<file path="config.mk">
export PLATFORM = sky130hd
export DESIGN_NAME = utf8_stream_decoder
export DESIGN_NICKNAME = d
export VERILOG_FILES = /design/src/rtl/utf8d_pkg.sv /design/src/rtl/utf8d_fifo.sv /design/src/rtl/utf8d_front.sv /design/src/rtl/utf8d_back.sv /design/src/rtl/utf8_stream_decoder.sv
export SDC_FILE = /design/constraint.sdc
export NUM_CORES = 1
export LEC_CHECK = 0
export BUFFER_PORTS_ARGS = -buffer_cell sky130_fd_sc_hd__buf_2
export CORE_AREA = 10 10 109 111
export CTS_CLUSTER_DIAMETER = 60
export CTS_CLUSTER_SIZE = 28
export DETAILED_ROUTE_END_ITERATION = 8
export DIE_AREA = 0 0 119 121
export SLEW_MARGIN = 20
export SYNTH_ARGS = -nofsm -noshare
export SYNTH_HDL_FRONTEND = slang
export SYNTH_HIERARCHICAL = 1
export SYNTH_SLANG_ARGS = --single-unit
</file>
<file path="constraint.sdc">
create_clock -name clk -period 3.5 [get_ports clk]
set_input_delay 0.175 -clock clk [delete_from_list [all_inputs] [get_ports clk]]
set_output_delay 0.175 -clock clk [all_outputs]
set_load 0.05 [all_outputs]
</file>
<file path="src/rtl/utf8d_pkg.sv">
// Shared types and constants for the UTF-8 stream decoder.
`timescale 1ns / 1ps
package utf8d_pkg;

  localparam int unsigned CpW = 21;

  localparam logic [CpW-1:0] REPL_CP = 21'h00FFFD;

  // Sequence length codes held in the front state
  localparam logic [2:0] LEN_NONE = 3'd0;
  localparam logic [2:0] LEN_TWO  = 3'd2;
  localparam logic [2:0] LEN_THREE = 3'd3;
  localparam logic [2:0] LEN_FOUR = 3'd4;

  // One decoded byte's worth of work: rep_cnt replacements, then an optional final result
  typedef struct packed {
    logic [1:0]     rep_cnt;
    logic           has_final;
    logic           final_rep;
    logic [CpW-1:0] final_cp;
  } job_t;

  localparam int unsigned JobW = $bits(job_t);

endpackage

</file>
<file path="src/rtl/utf8d_fifo.sv">
// Small job queue between the decoder front and the result back end.
`timescale 1ns / 1ps
module utf8d_fifo #(
  parameter int unsigned WIDTH = 8,
  parameter int unsigned DEPTH = 2
) (
  input  logic             clk,
  input  logic             rst_n,
  input  logic             push,
  input  logic [WIDTH-1:0] push_data,
  input  logic             pop,
  output logic [WIDTH-1:0] head_data,
  output logic             full,
  output logic             not_empty
);

  localparam int unsigned PtrW = (DEPTH > 1) ? $clog2(DEPTH) : 1;
  localparam int unsigned CntW = $clog2(DEPTH + 1);
  localparam logic [PtrW-1:0] LastPtr = PtrW'(DEPTH - 1);
  localparam logic [CntW-1:0] FullCnt = CntW'(DEPTH);

  logic [WIDTH-1:0] mem_r [DEPTH];
  logic [PtrW-1:0]  wr_ptr_r, wr_ptr_nxt;
  logic [PtrW-1:0]  rd_ptr_r, rd_ptr_nxt;
  logic [CntW-1:0]  count_r, count_nxt;
  logic             do_push, do_pop;

  assign full      = (count_r == FullCnt);
  assign not_empty = (count_r != '0);
  assign head_data = mem_r[rd_ptr_r];
  assign do_push   = push && !full;
  assign do_pop    = pop && not_empty;

  always_comb begin
    wr_ptr_nxt = wr_ptr_r;
    rd_ptr_nxt = rd_ptr_r;
    count_nxt  = count_r;
    if (do_push) begin
      wr_ptr_nxt = (wr_ptr_r == LastPtr) ? '0 : wr_ptr_r + 1'b1;
    end
    if (do_pop) begin
      rd_ptr_nxt = (rd_ptr_r == LastPtr) ? '0 : rd_ptr_r + 1'b1;
    end
    if (do_push && !do_pop) begin
      count_nxt = count_r + 1'b1;
    end else if (do_pop && !do_push) begin
      count_nxt = count_r - 1'b1;
    end
  end

  always_ff @(posedge clk) begin
    if (!rst_n) begin
      wr_ptr_r <= '0;
      rd_ptr_r <= '0;
      count_r  <= '0;
    end else begin
      wr_ptr_r <= wr_ptr_nxt;
      rd_ptr_r <= rd_ptr_nxt;
      count_r  <= count_nxt;
    end
  end

  always_ff @(posedge clk) begin
    if (do_push) begin
      mem_r[wr_ptr_r] <= push_data;
    end
  end

endmodule

</file>
<file path="src/rtl/utf8d_front.sv">
// Decoder front: accepts bytes, tracks the open sequence and emits result jobs.
`timescale 1ns / 1ps
module utf8d_front (
  input  logic                clk,
  input  logic                rst_n,
  input  logic                in_valid,
  input  logic [7:0]          in_byte,
  input  logic                in_end,
  input  logic                q_full,
  output logic                in_ready,
  output logic                job_push,
  output utf8d_pkg::job_t     job
);

  logic [2:0]                 exp_len_r, exp_len_nxt;
  logic [1:0]                 held_r, held_nxt;
  logic [utf8d_pkg::CpW-1:0]  part_r, part_nxt;

  logic                       accept;
  logic                       seq_open, is_cont;
  logic [1:0]                 held_inc;
  logic [utf8d_pkg::CpW-1:0]  part_shift;
  logic [2:0]                 lead_len;
  logic [utf8d_pkg::CpW-1:0]  lead_bits;

  assign in_ready = !q_full;
  assign accept   = in_valid && in_ready;
  assign seq_open = (exp_len_r != utf8d_pkg::LEN_NONE);
  assign is_cont  = (in_byte[7:6] == 2'b10);
  assign held_inc = held_r + 2'd1;
  assign part_shift = {part_r[utf8d_pkg::CpW-7:0], in_byte[5:0]};

  always_comb begin
    lead_len  = utf8d_pkg::LEN_NONE;
    lead_bits = '0;
    if (in_byte[7:5] == 3'b110) begin
      lead_len  = utf8d_pkg::LEN_TWO;
      lead_bits = {16'd0, in_byte[4:0]};
    end else if (in_byte[7:4] == 4'b1110) begin
      lead_len  = utf8d_pkg::LEN_THREE;
      lead_bits = {17'd0, in_byte[3:0]};
    end else if (in_byte[7:3] == 5'b11110) begin
      lead_len  = utf8d_pkg::LEN_FOUR;
      lead_bits = {18'd0, in_byte[2:0]};
    end
  end

  always_comb begin
    exp_len_nxt   = utf8d_pkg::LEN_NONE;
    held_nxt      = '0;
    part_nxt      = '0;
    job.rep_cnt   = '0;
    job.has_final = 1'b0;
    job.final_rep = 1'b0;
    job.final_cp  = utf8d_pkg::REPL_CP;

    if (seq_open && is_cont) begin
      if ({1'b0, held_inc} == exp_len_r - 3'd1) begin
        job.has_final = 1'b1;
        job.final_cp  = part_shift;
      end else if (in_end) begin
        // lead, held continuations and this one
        job.rep_cnt = held_inc + 2'd1;
      end else begin
        exp_len_nxt = exp_len_r;
        held_nxt    = held_inc;
        part_nxt    = part_shift;
      end
    end else begin
      if (seq_open) begin
        job.rep_cnt = held_r + 2'd1;
      end
      // byte is taken as a new lead
      if (!in_byte[7]) begin
        job.has_final = 1'b1;
        job.final_cp  = {13'd0, in_byte};
      end else if (lead_len == utf8d_pkg::LEN_NONE || in_end) begin
        job.has_final = 1'b1;
        job.final_rep = 1'b1;
      end else begin
        exp_len_nxt = lead_len;
        part_nxt    = lead_bits;
      end
    end
  end

  assign job_push = accept && (job.has_final || (job.rep_cnt != '0));

  always_ff @(posedge clk) begin
    if (!rst_n) begin
      exp_len_r <= utf8d_pkg::LEN_NONE;
      held_r    <= '0;
      part_r    <= '0;
    end else if (accept) begin
      exp_len_r <= exp_len_nxt;
      held_r    <= held_nxt;
      part_r    <= part_nxt;
    end
  end

endmodule

</file>
<file path="src/rtl/utf8d_back.sv">
// Result back end: expands queued jobs into result transactions.
`timescale 1ns / 1ps
module utf8d_back (
  input  logic                       clk,
  input  logic                       rst_n,
  input  logic                       q_not_empty,
  input  utf8d_pkg::job_t            head,
  output logic                       q_pop,
  output logic                       out_valid,
  input  logic                       out_ready,
  output logic [utf8d_pkg::CpW-1:0]  out_cp,
  output logic                       out_rep,
  output logic                       out_last
);

  logic                       valid_r;
  logic [utf8d_pkg::CpW-1:0]  cp_r;
  logic                       rep_r, last_r;
  logic [1:0]                 sent_r, sent_nxt;

  logic                       load;
  logic [2:0]                 total;
  logic [1:0]                 last_idx;
  logic                       is_last;
  logic                       is_repl;

  assign total    = {1'b0, head.rep_cnt} + {2'b00, head.has_final};
  assign last_idx = 2'(total - 3'd1);
  assign is_last  = (sent_r == last_idx);
  assign is_repl  = (sent_r < head.rep_cnt);
  assign load     = q_not_empty && (!valid_r || out_ready);
  assign q_pop    = load && is_last;
  assign sent_nxt = is_last ? 2'd0 : sent_r + 2'd1;

  always_ff @(posedge clk) begin
    if (!rst_n) begin
      valid_r <= 1'b0;
      sent_r  <= '0;
    end else begin
      if (load) begin
        valid_r <= 1'b1;
        sent_r  <= sent_nxt;
      end else if (out_ready) begin
        valid_r <= 1'b0;
      end
    end
  end

  always_ff @(posedge clk) begin
    if (load) begin
      cp_r   <= is_repl ? utf8d_pkg::REPL_CP : head.final_cp;
      rep_r  <= is_repl ? 1'b1 : head.final_rep;
      last_r <= is_last;
    end
  end

  assign out_valid = valid_r;
  assign out_cp    = cp_r;
  assign out_rep   = rep_r;
  assign out_last  = last_r;

endmodule

</file>
<file path="src/rtl/utf8_stream_decoder.sv">
// Top level of the UTF-8 stream decoder.
//
//  channel | direction | tdata                  | tuser    | tlast
//  in_     | slave     | [7:0] data_byte        | -        | text_end
//  out_    | master     | [20:0] code_point      | replaced | run_last
//
// One byte is accepted per cycle; a byte yields zero to four results, one per cycle
// from the output register while out_tready is high; its job is popped with the last one.
// Input stalls only when the job queue (QUEUE_DEPTH entries) is full.
// Reset (rst_n low, synchronous) closes any open sequence and empties queue and output.
// out_tready low freezes the output register; bytes keep flowing until the queue fills.
`timescale 1ns / 1ps
module utf8_stream_decoder #(
  parameter int unsigned QUEUE_DEPTH = 2
) (
  input  logic        clk,
  input  logic        rst_n,
  input  logic        in_tvalid,
  output logic        in_tready,
  input  logic [7:0]  in_tdata,   // [7:0] data_byte
  input  logic        in_tlast,
  output logic        out_tvalid,
  input  logic        out_tready,
  output logic [23:0] out_tdata,  // [20:0] code_point, [23:21] zero
  output logic        out_tuser,  // [0] replaced
  output logic        out_tlast
);

  utf8d_pkg::job_t            push_job, head_job;
  logic                       push, pop, q_full, q_not_empty;
  logic [utf8d_pkg::JobW-1:0] head_bits;
  logic [utf8d_pkg::CpW-1:0]  cp;

  utf8d_front u_front (
    .clk      (clk),
    .rst_n    (rst_n),
    .in_valid (in_tvalid),
    .in_byte  (in_tdata),
    .in_end   (in_tlast),
    .q_full   (q_full),
    .in_ready (in_tready),
    .job_push (push),
    .job      (push_job)
  );

  utf8d_fifo #(
    .WIDTH (utf8d_pkg::JobW),
    .DEPTH (QUEUE_DEPTH)
  ) u_fifo (
    .clk       (clk),
    .rst_n     (rst_n),
    .push      (push),
    .push_data (push_job),
    .pop       (pop),
    .head_data (head_bits),
    .full      (q_full),
    .not_empty (q_not_empty)
  );

  assign head_job = utf8d_pkg::job_t'(head_bits);

  utf8d_back u_back (
    .clk         (clk),
    .rst_n       (rst_n),
    .q_not_empty (q_not_empty),
    .head        (head_job),
    .q_pop       (pop),
    .out_valid   (out_tvalid),
    .out_ready   (out_tready),
    .out_cp      (cp),
    .out_rep     (out_tuser),
    .out_last    (out_tlast)
  );

  assign out_tdata = {3'b000, cp};

endmodule

</file>
* Word level (Yosys, flattened, before mapping)
Memories as Yosys holds them, arrays and structs flattened. A register that Yosys moved wholly into a read port is not among the register bits.
Cells that the tools add are included.
** Word-level totals
- RAM bits :: 50
- Memories kept :: 1
- Register bits :: 50
- Bits of input ports :: 13
- Output and inout port bits :: 28
** Memory list
- u_fifo.mem_r :: depth 2, width 25, rd ports 1, clocked after memory_dff 1, write ports 1, line utf8d_fifo.sv:22 : logic [WIDTH-1:0] mem_r [DEPTH];
** Cells by class
- Mux-type cells :: 42
- Reduce and logical (&&, ||, !) cells :: 23
- Eq/ne operators :: 8
- Order comparisons :: 1
- Add/subtract/negate cells :: 10
** Operator list (count)
- $mux W15 :: 6
- $mux W21 :: 2
- $mux W3 :: 10
- $mux W2 :: 10
- $mux W16 :: 1
- $mux W1 :: 12
- $logic_and A1 B1 Y1 :: 9
- $add A2 B1 Y2 const B :: 4
- $reduce_bool A2 Y1 :: 4
- $eq A5 B5 Y1 const B :: 1
- $eq A2 B2 Y1 const B :: 2
- $eq A4 B4 Y1 const B :: 1
- $logic_not A1 Y1 :: 4
- $mux W4 :: 1
- $sub A2 B1 Y2 const B :: 2
- $eq A2 B3 Y1 :: 1
- $eq A3 B3 Y1 const B :: 1
- $logic_not A3 Y1 :: 1
- $logic_or A1 B1 Y1 :: 3
- $ne A3 B3 Y1 const B :: 1
- $reduce_bool A3 Y1 :: 1
- $sub A3 B1 Y3 const B :: 1
- $add A1 B1 Y1 const B :: 2
- $add A2 B1 Y2 :: 1
- 3 further kinds :: 3

* Depth between registers and ports, before layout
- Depth in word-level cells :: 17
- Mapped depth :: 13
- Depth with buffers taken out :: 13

* Modules after synthesis
Netlist, hierarchy kept.
** By module, submodules not included
- utf8d_fifo :: times used 1, area an instance 2039.5 um^2, seq. area each 1601.5 um^2, cells an instance 103
- utf8d_front :: times used 1, area an instance 1153.6 um^2, seq. area each 400.4 um^2, cells an instance 153
- utf8d_back :: times used 1, area an instance 1091.0 um^2, seq. area each 750.7 um^2, cells an instance 76
- utf8_stream_decoder :: times used 1, area an instance 26.3 um^2, seq. area each 0.0 um^2, cells an instance 4

* Least setup slack after synthesis
OpenSTA, ideal clock, no wires.
- Kind :: reg2reg
- Start point :: register u_front.exp_len_r[0]
- End point :: memory u_fifo/mem_r[0][0] in the netlist's numbering (enable)
- Setup time :: 404 ps
- Required time :: 3096 ps
- Stages on the path, launching flop included :: 10
- Setup slack :: 311 ps
- Path buffers :: 0
- Data arrival time :: 2785 ps
- Period minus slack after synthesis :: 3189 ps
- Cell sequence :: dfxtp_1 -> inv_1 -> ha_1 -> xor2_1 -> mux2i_1 -> nand2b_4 -> a41o_1 -> o31a_1 -> inv_1 -> nor3_2
** RTL lines
- start, declared :: line utf8d_front.sv:15 : logic [2:0] exp_len_r, exp_len_nxt;
- start signal, assigned :: line utf8d_front.sv:91 : exp_len_r <= utf8d_pkg::LEN_NONE;
- start signal, assigned :: line utf8d_front.sv:95 : exp_len_r <= exp_len_nxt;
- end, declared :: line utf8d_fifo.sv:22

==> results.yml <==
critical_path:
  reg2regPathDepth: 12
  arrival_ns: 3.23
  crit_end: "u_fifo/count_r[1]"
  path_cells: "inv_1, ha_1, xor2_1, mux2i_1, nand2b_4, a21boi_0, o31a_1, inv_1, nor2_1, ha_1, or3_1, a21boi_1"
  worst_r2r_endpoint: "u_fifo/count_r[1]"
  r2r-start: "u_front/exp_len_r[0]"
  cp_slowest_cell: "dfxtp_1"
  crit_type: "reg -> reg"
  critPathMaxStageDelay_ns: 0.37
  critPathMaxFanout: 7
  critPathRequiredTime_ns: 3.80
  startpoint: "u_front/exp_len_r[0]"
  r2r_setup_slack_ns: 0.56
  end_kind: "register"
  cp-start-kind: "register"
floorplan:
  dieArea_sq_um: 14400
  die_h_microns: 121
  die_w_microns: 119
  rows: 36
  core_sq_um: 9640
  io_pins: 41
  initial_utilization: 0.447
logic_synthesis:
  yosysUniqueCellTypes: 49
  yosysWarningCount: 6
  synthArstFlopShare: 0
  synth_cells: 336
  synth-seq-area-share: 0.639
  syn-cell-area_sq_um: 4310
  syn_area_per_cell_sq_um: 12.8
  synth-edff-count: 73
  ys.flop_type: "edfxtp_1"
  ys_ff_latch: 101
finish:
  fin_nets: 395
  fill_cells: 880
  layout-drive-gt1-share: 0.288
  antennaDiodeCount: 0
  synthToLayoutAreaGrowth_pct: 12.3
  post-route-util: 0.502
global_route:
  grt-ovfl-total: 0
  grt_pass1_wl_microns: 11900
  grtUsageTotal: 0.102
  antenna_found_initial: 0
  grt_pass1_vias: 2444
  grt_max_degree: 27
route:
  drtIter0Drc: 116
  ant_nets: 0
  routed_via_density: 4.82
  wl_per_cell_microns: 14.0
  vias: 2483
  routed_wl_microns: 7220
  drcViolationCount: 0
  dr.pass1.iters: 4
power_and_ir_drop:
  p_total_mw: 3.90
  leakage_nw: 1.72
  p_per_area_nw_per_um2: 805
  ir_worst_vdd_v: 0.000294
timing:
  finalCriticalPeriod_ns: 2.94
  fin_ws_ns: 0.564
  finalHoldViolCount: 0
  setup_viol_count_final: 0
  fmax_ghz: 0.341
  finClkSkew_ns: 0.0122
  worst_pin_slew_ns: 0.771
  fin_setup_tns_ns: 0
  finalCritPeriodShare: 0.839
  hold_slack_ns: 0.0639
  slew_headroom: 0.485
  rsz0062_at_grt: "false"
  maxSlewViolCount: 0
cts:
  cts_tree: "yes"
  clock_latency_ns: 0.36
  clk_pin_slew_worst_paths_ns: 0.10
  cts_made_buffers: 9
  cts-root-buf: "clkbuf_8"
  hold_buffers: 0
  cts.sinks: 101
  cts_setup_buffers: 0
  cts_max_level: 3
  cts_buffer_depth: 2
  cts_resized: 0
status:
  status: "complete, no violations"
run:
  drv_cap: 0
placement:
  place.gp.congestion: 0.798
  dp_hpwl_microns: 4850
  port_buffers: 37
  preCtsSetupSlack_ns: 0.567
worst_hold_path:
  min-delay-start: "in_tdata[0]"
  min-delay-path-class: "in -> reg"
-- cell usage after synthesis (all sizes together) (2+ instances only) --
cell type  instances  area, sq um
inv               10         37.5
a21o               2         15.0
ha                 5         62.6
o21ai              5         32.5
nor2b              9         56.3
nor2               9         33.8
clkbuf             4         15.0
a32o               3         30.0
or3                2         12.5
buf               12         77.6
nand2             46          173
nand2b            13         88.8
nor3               3         20.0
and3               2         12.5
xnor2              5         43.8
a21boi             4         30.0
a21oi             13         65.1
a41o               2         20.0
dfxtp             28          561
o211ai             2         15.0
xor2               4         35.0
and2              15         93.8
or2               19          119
mux2i              4         40.0
mux2              25          282
edfxtp            73         2190
nand3b             2         15.0
-- sequential cells by signal (all words and copies together), names as in the netlist, named ones only --
register	cells
u_back/out_valid	1
u_front/exp_len_r	3
u_front/held_r	2
u_fifo/rd_ptr_r	1
u_front/part_r	15
u_back/sent_r	2
u_back/out_rep	1
u_back/out_last	1
u_back/out_cp	21
u_fifo/count_r	2
u_fifo/mem_r	50
u_fifo/wr_ptr_r	1
-- cell usage in the layout (no fill, tap or decap), types with 12 or more instances in the layout --
cell	count
nand2b_1	12
mux2_2	25
dfxtp_1	28
edfxtp_1	73
or2_2	19
a21oi_1	13
buf_2	37
and2_1	15
nand2_1	46
-- worst max-delay path, delay by kind of cell, from the launching register on --
family | cells | cell delay (ns)
xor+xnor | 1 | 0.17
compound gates | 3 | 0.62
flops | 1 | 0.37
buf+inv | 2 | 0.19
fa+ha+maj | 2 | 0.61
simple gates | 3 | 0.64
mux | 1 | 0.28
-- cell families after synthesis --
kind of cell | share of synthesized area
xor+xnor | 0.0235
compound gates | 0.0612
fa+ha+maj | 0.0145
simple gates | 0.156
flops | 0.639
other cells | 0.000870
buf+inv | 0.0302
mux | 0.0746
-- worst min-delay path by stage --
stage / endpoint / slack [ns] / depth (start not counted)
after floorplan: u_fifo/wr_ptr_r / 0.29 / 1
after global placement: u_front/part_r[0] / 0.42 / 2
after detailed placement: u_front/part_r[0] / 0.43 / 2
after CTS: u_front/part_r[0] / 0.05 / 2
after global routing: u_front/part_r[0] / 0.05 / 2
final: u_front/part_r[0] / 0.06 / 2
-- per-layer routing --
metal,vias up,global-route usage,part of all wire
li1,1253,-,-
met1,1162,0.125,0.46
met2,56,0.161,0.47
met3,12,0.0293,0.051
met4,0,0.0519,0.018
met5,-,0,0
-- metrics by stage --
stage / std cells / area (sq um)
floorplan: 338 / 4320
global placement: 499 / 4640
detailed placement: 499 / 4640
CTS: 515 / 4840
global route: 515 / 4840
finish: 515 / 4840
-- power by group --
part	total, mW	leakage, nW	internal, mW	switching (mW)
Combinational	1.41	0.735	0.444	0.962
Sequential	1.74	0.891	1.66	0.0834
Clock	0.750	0.0980	0.340	0.410
-- area by class of cell --
class                      count  area (sq um)  area share
clock buffer                   9           124      0.0256
sequential                   101          2750       0.568
tap                          133           166      0.0344
inverter                      10          37.5     0.00775
clock inverter                 7          82.6      0.0171
multi-input combinational    211          1440       0.298
timing repair buffer          44           238      0.0491
(Power assumes the default switching activity.)
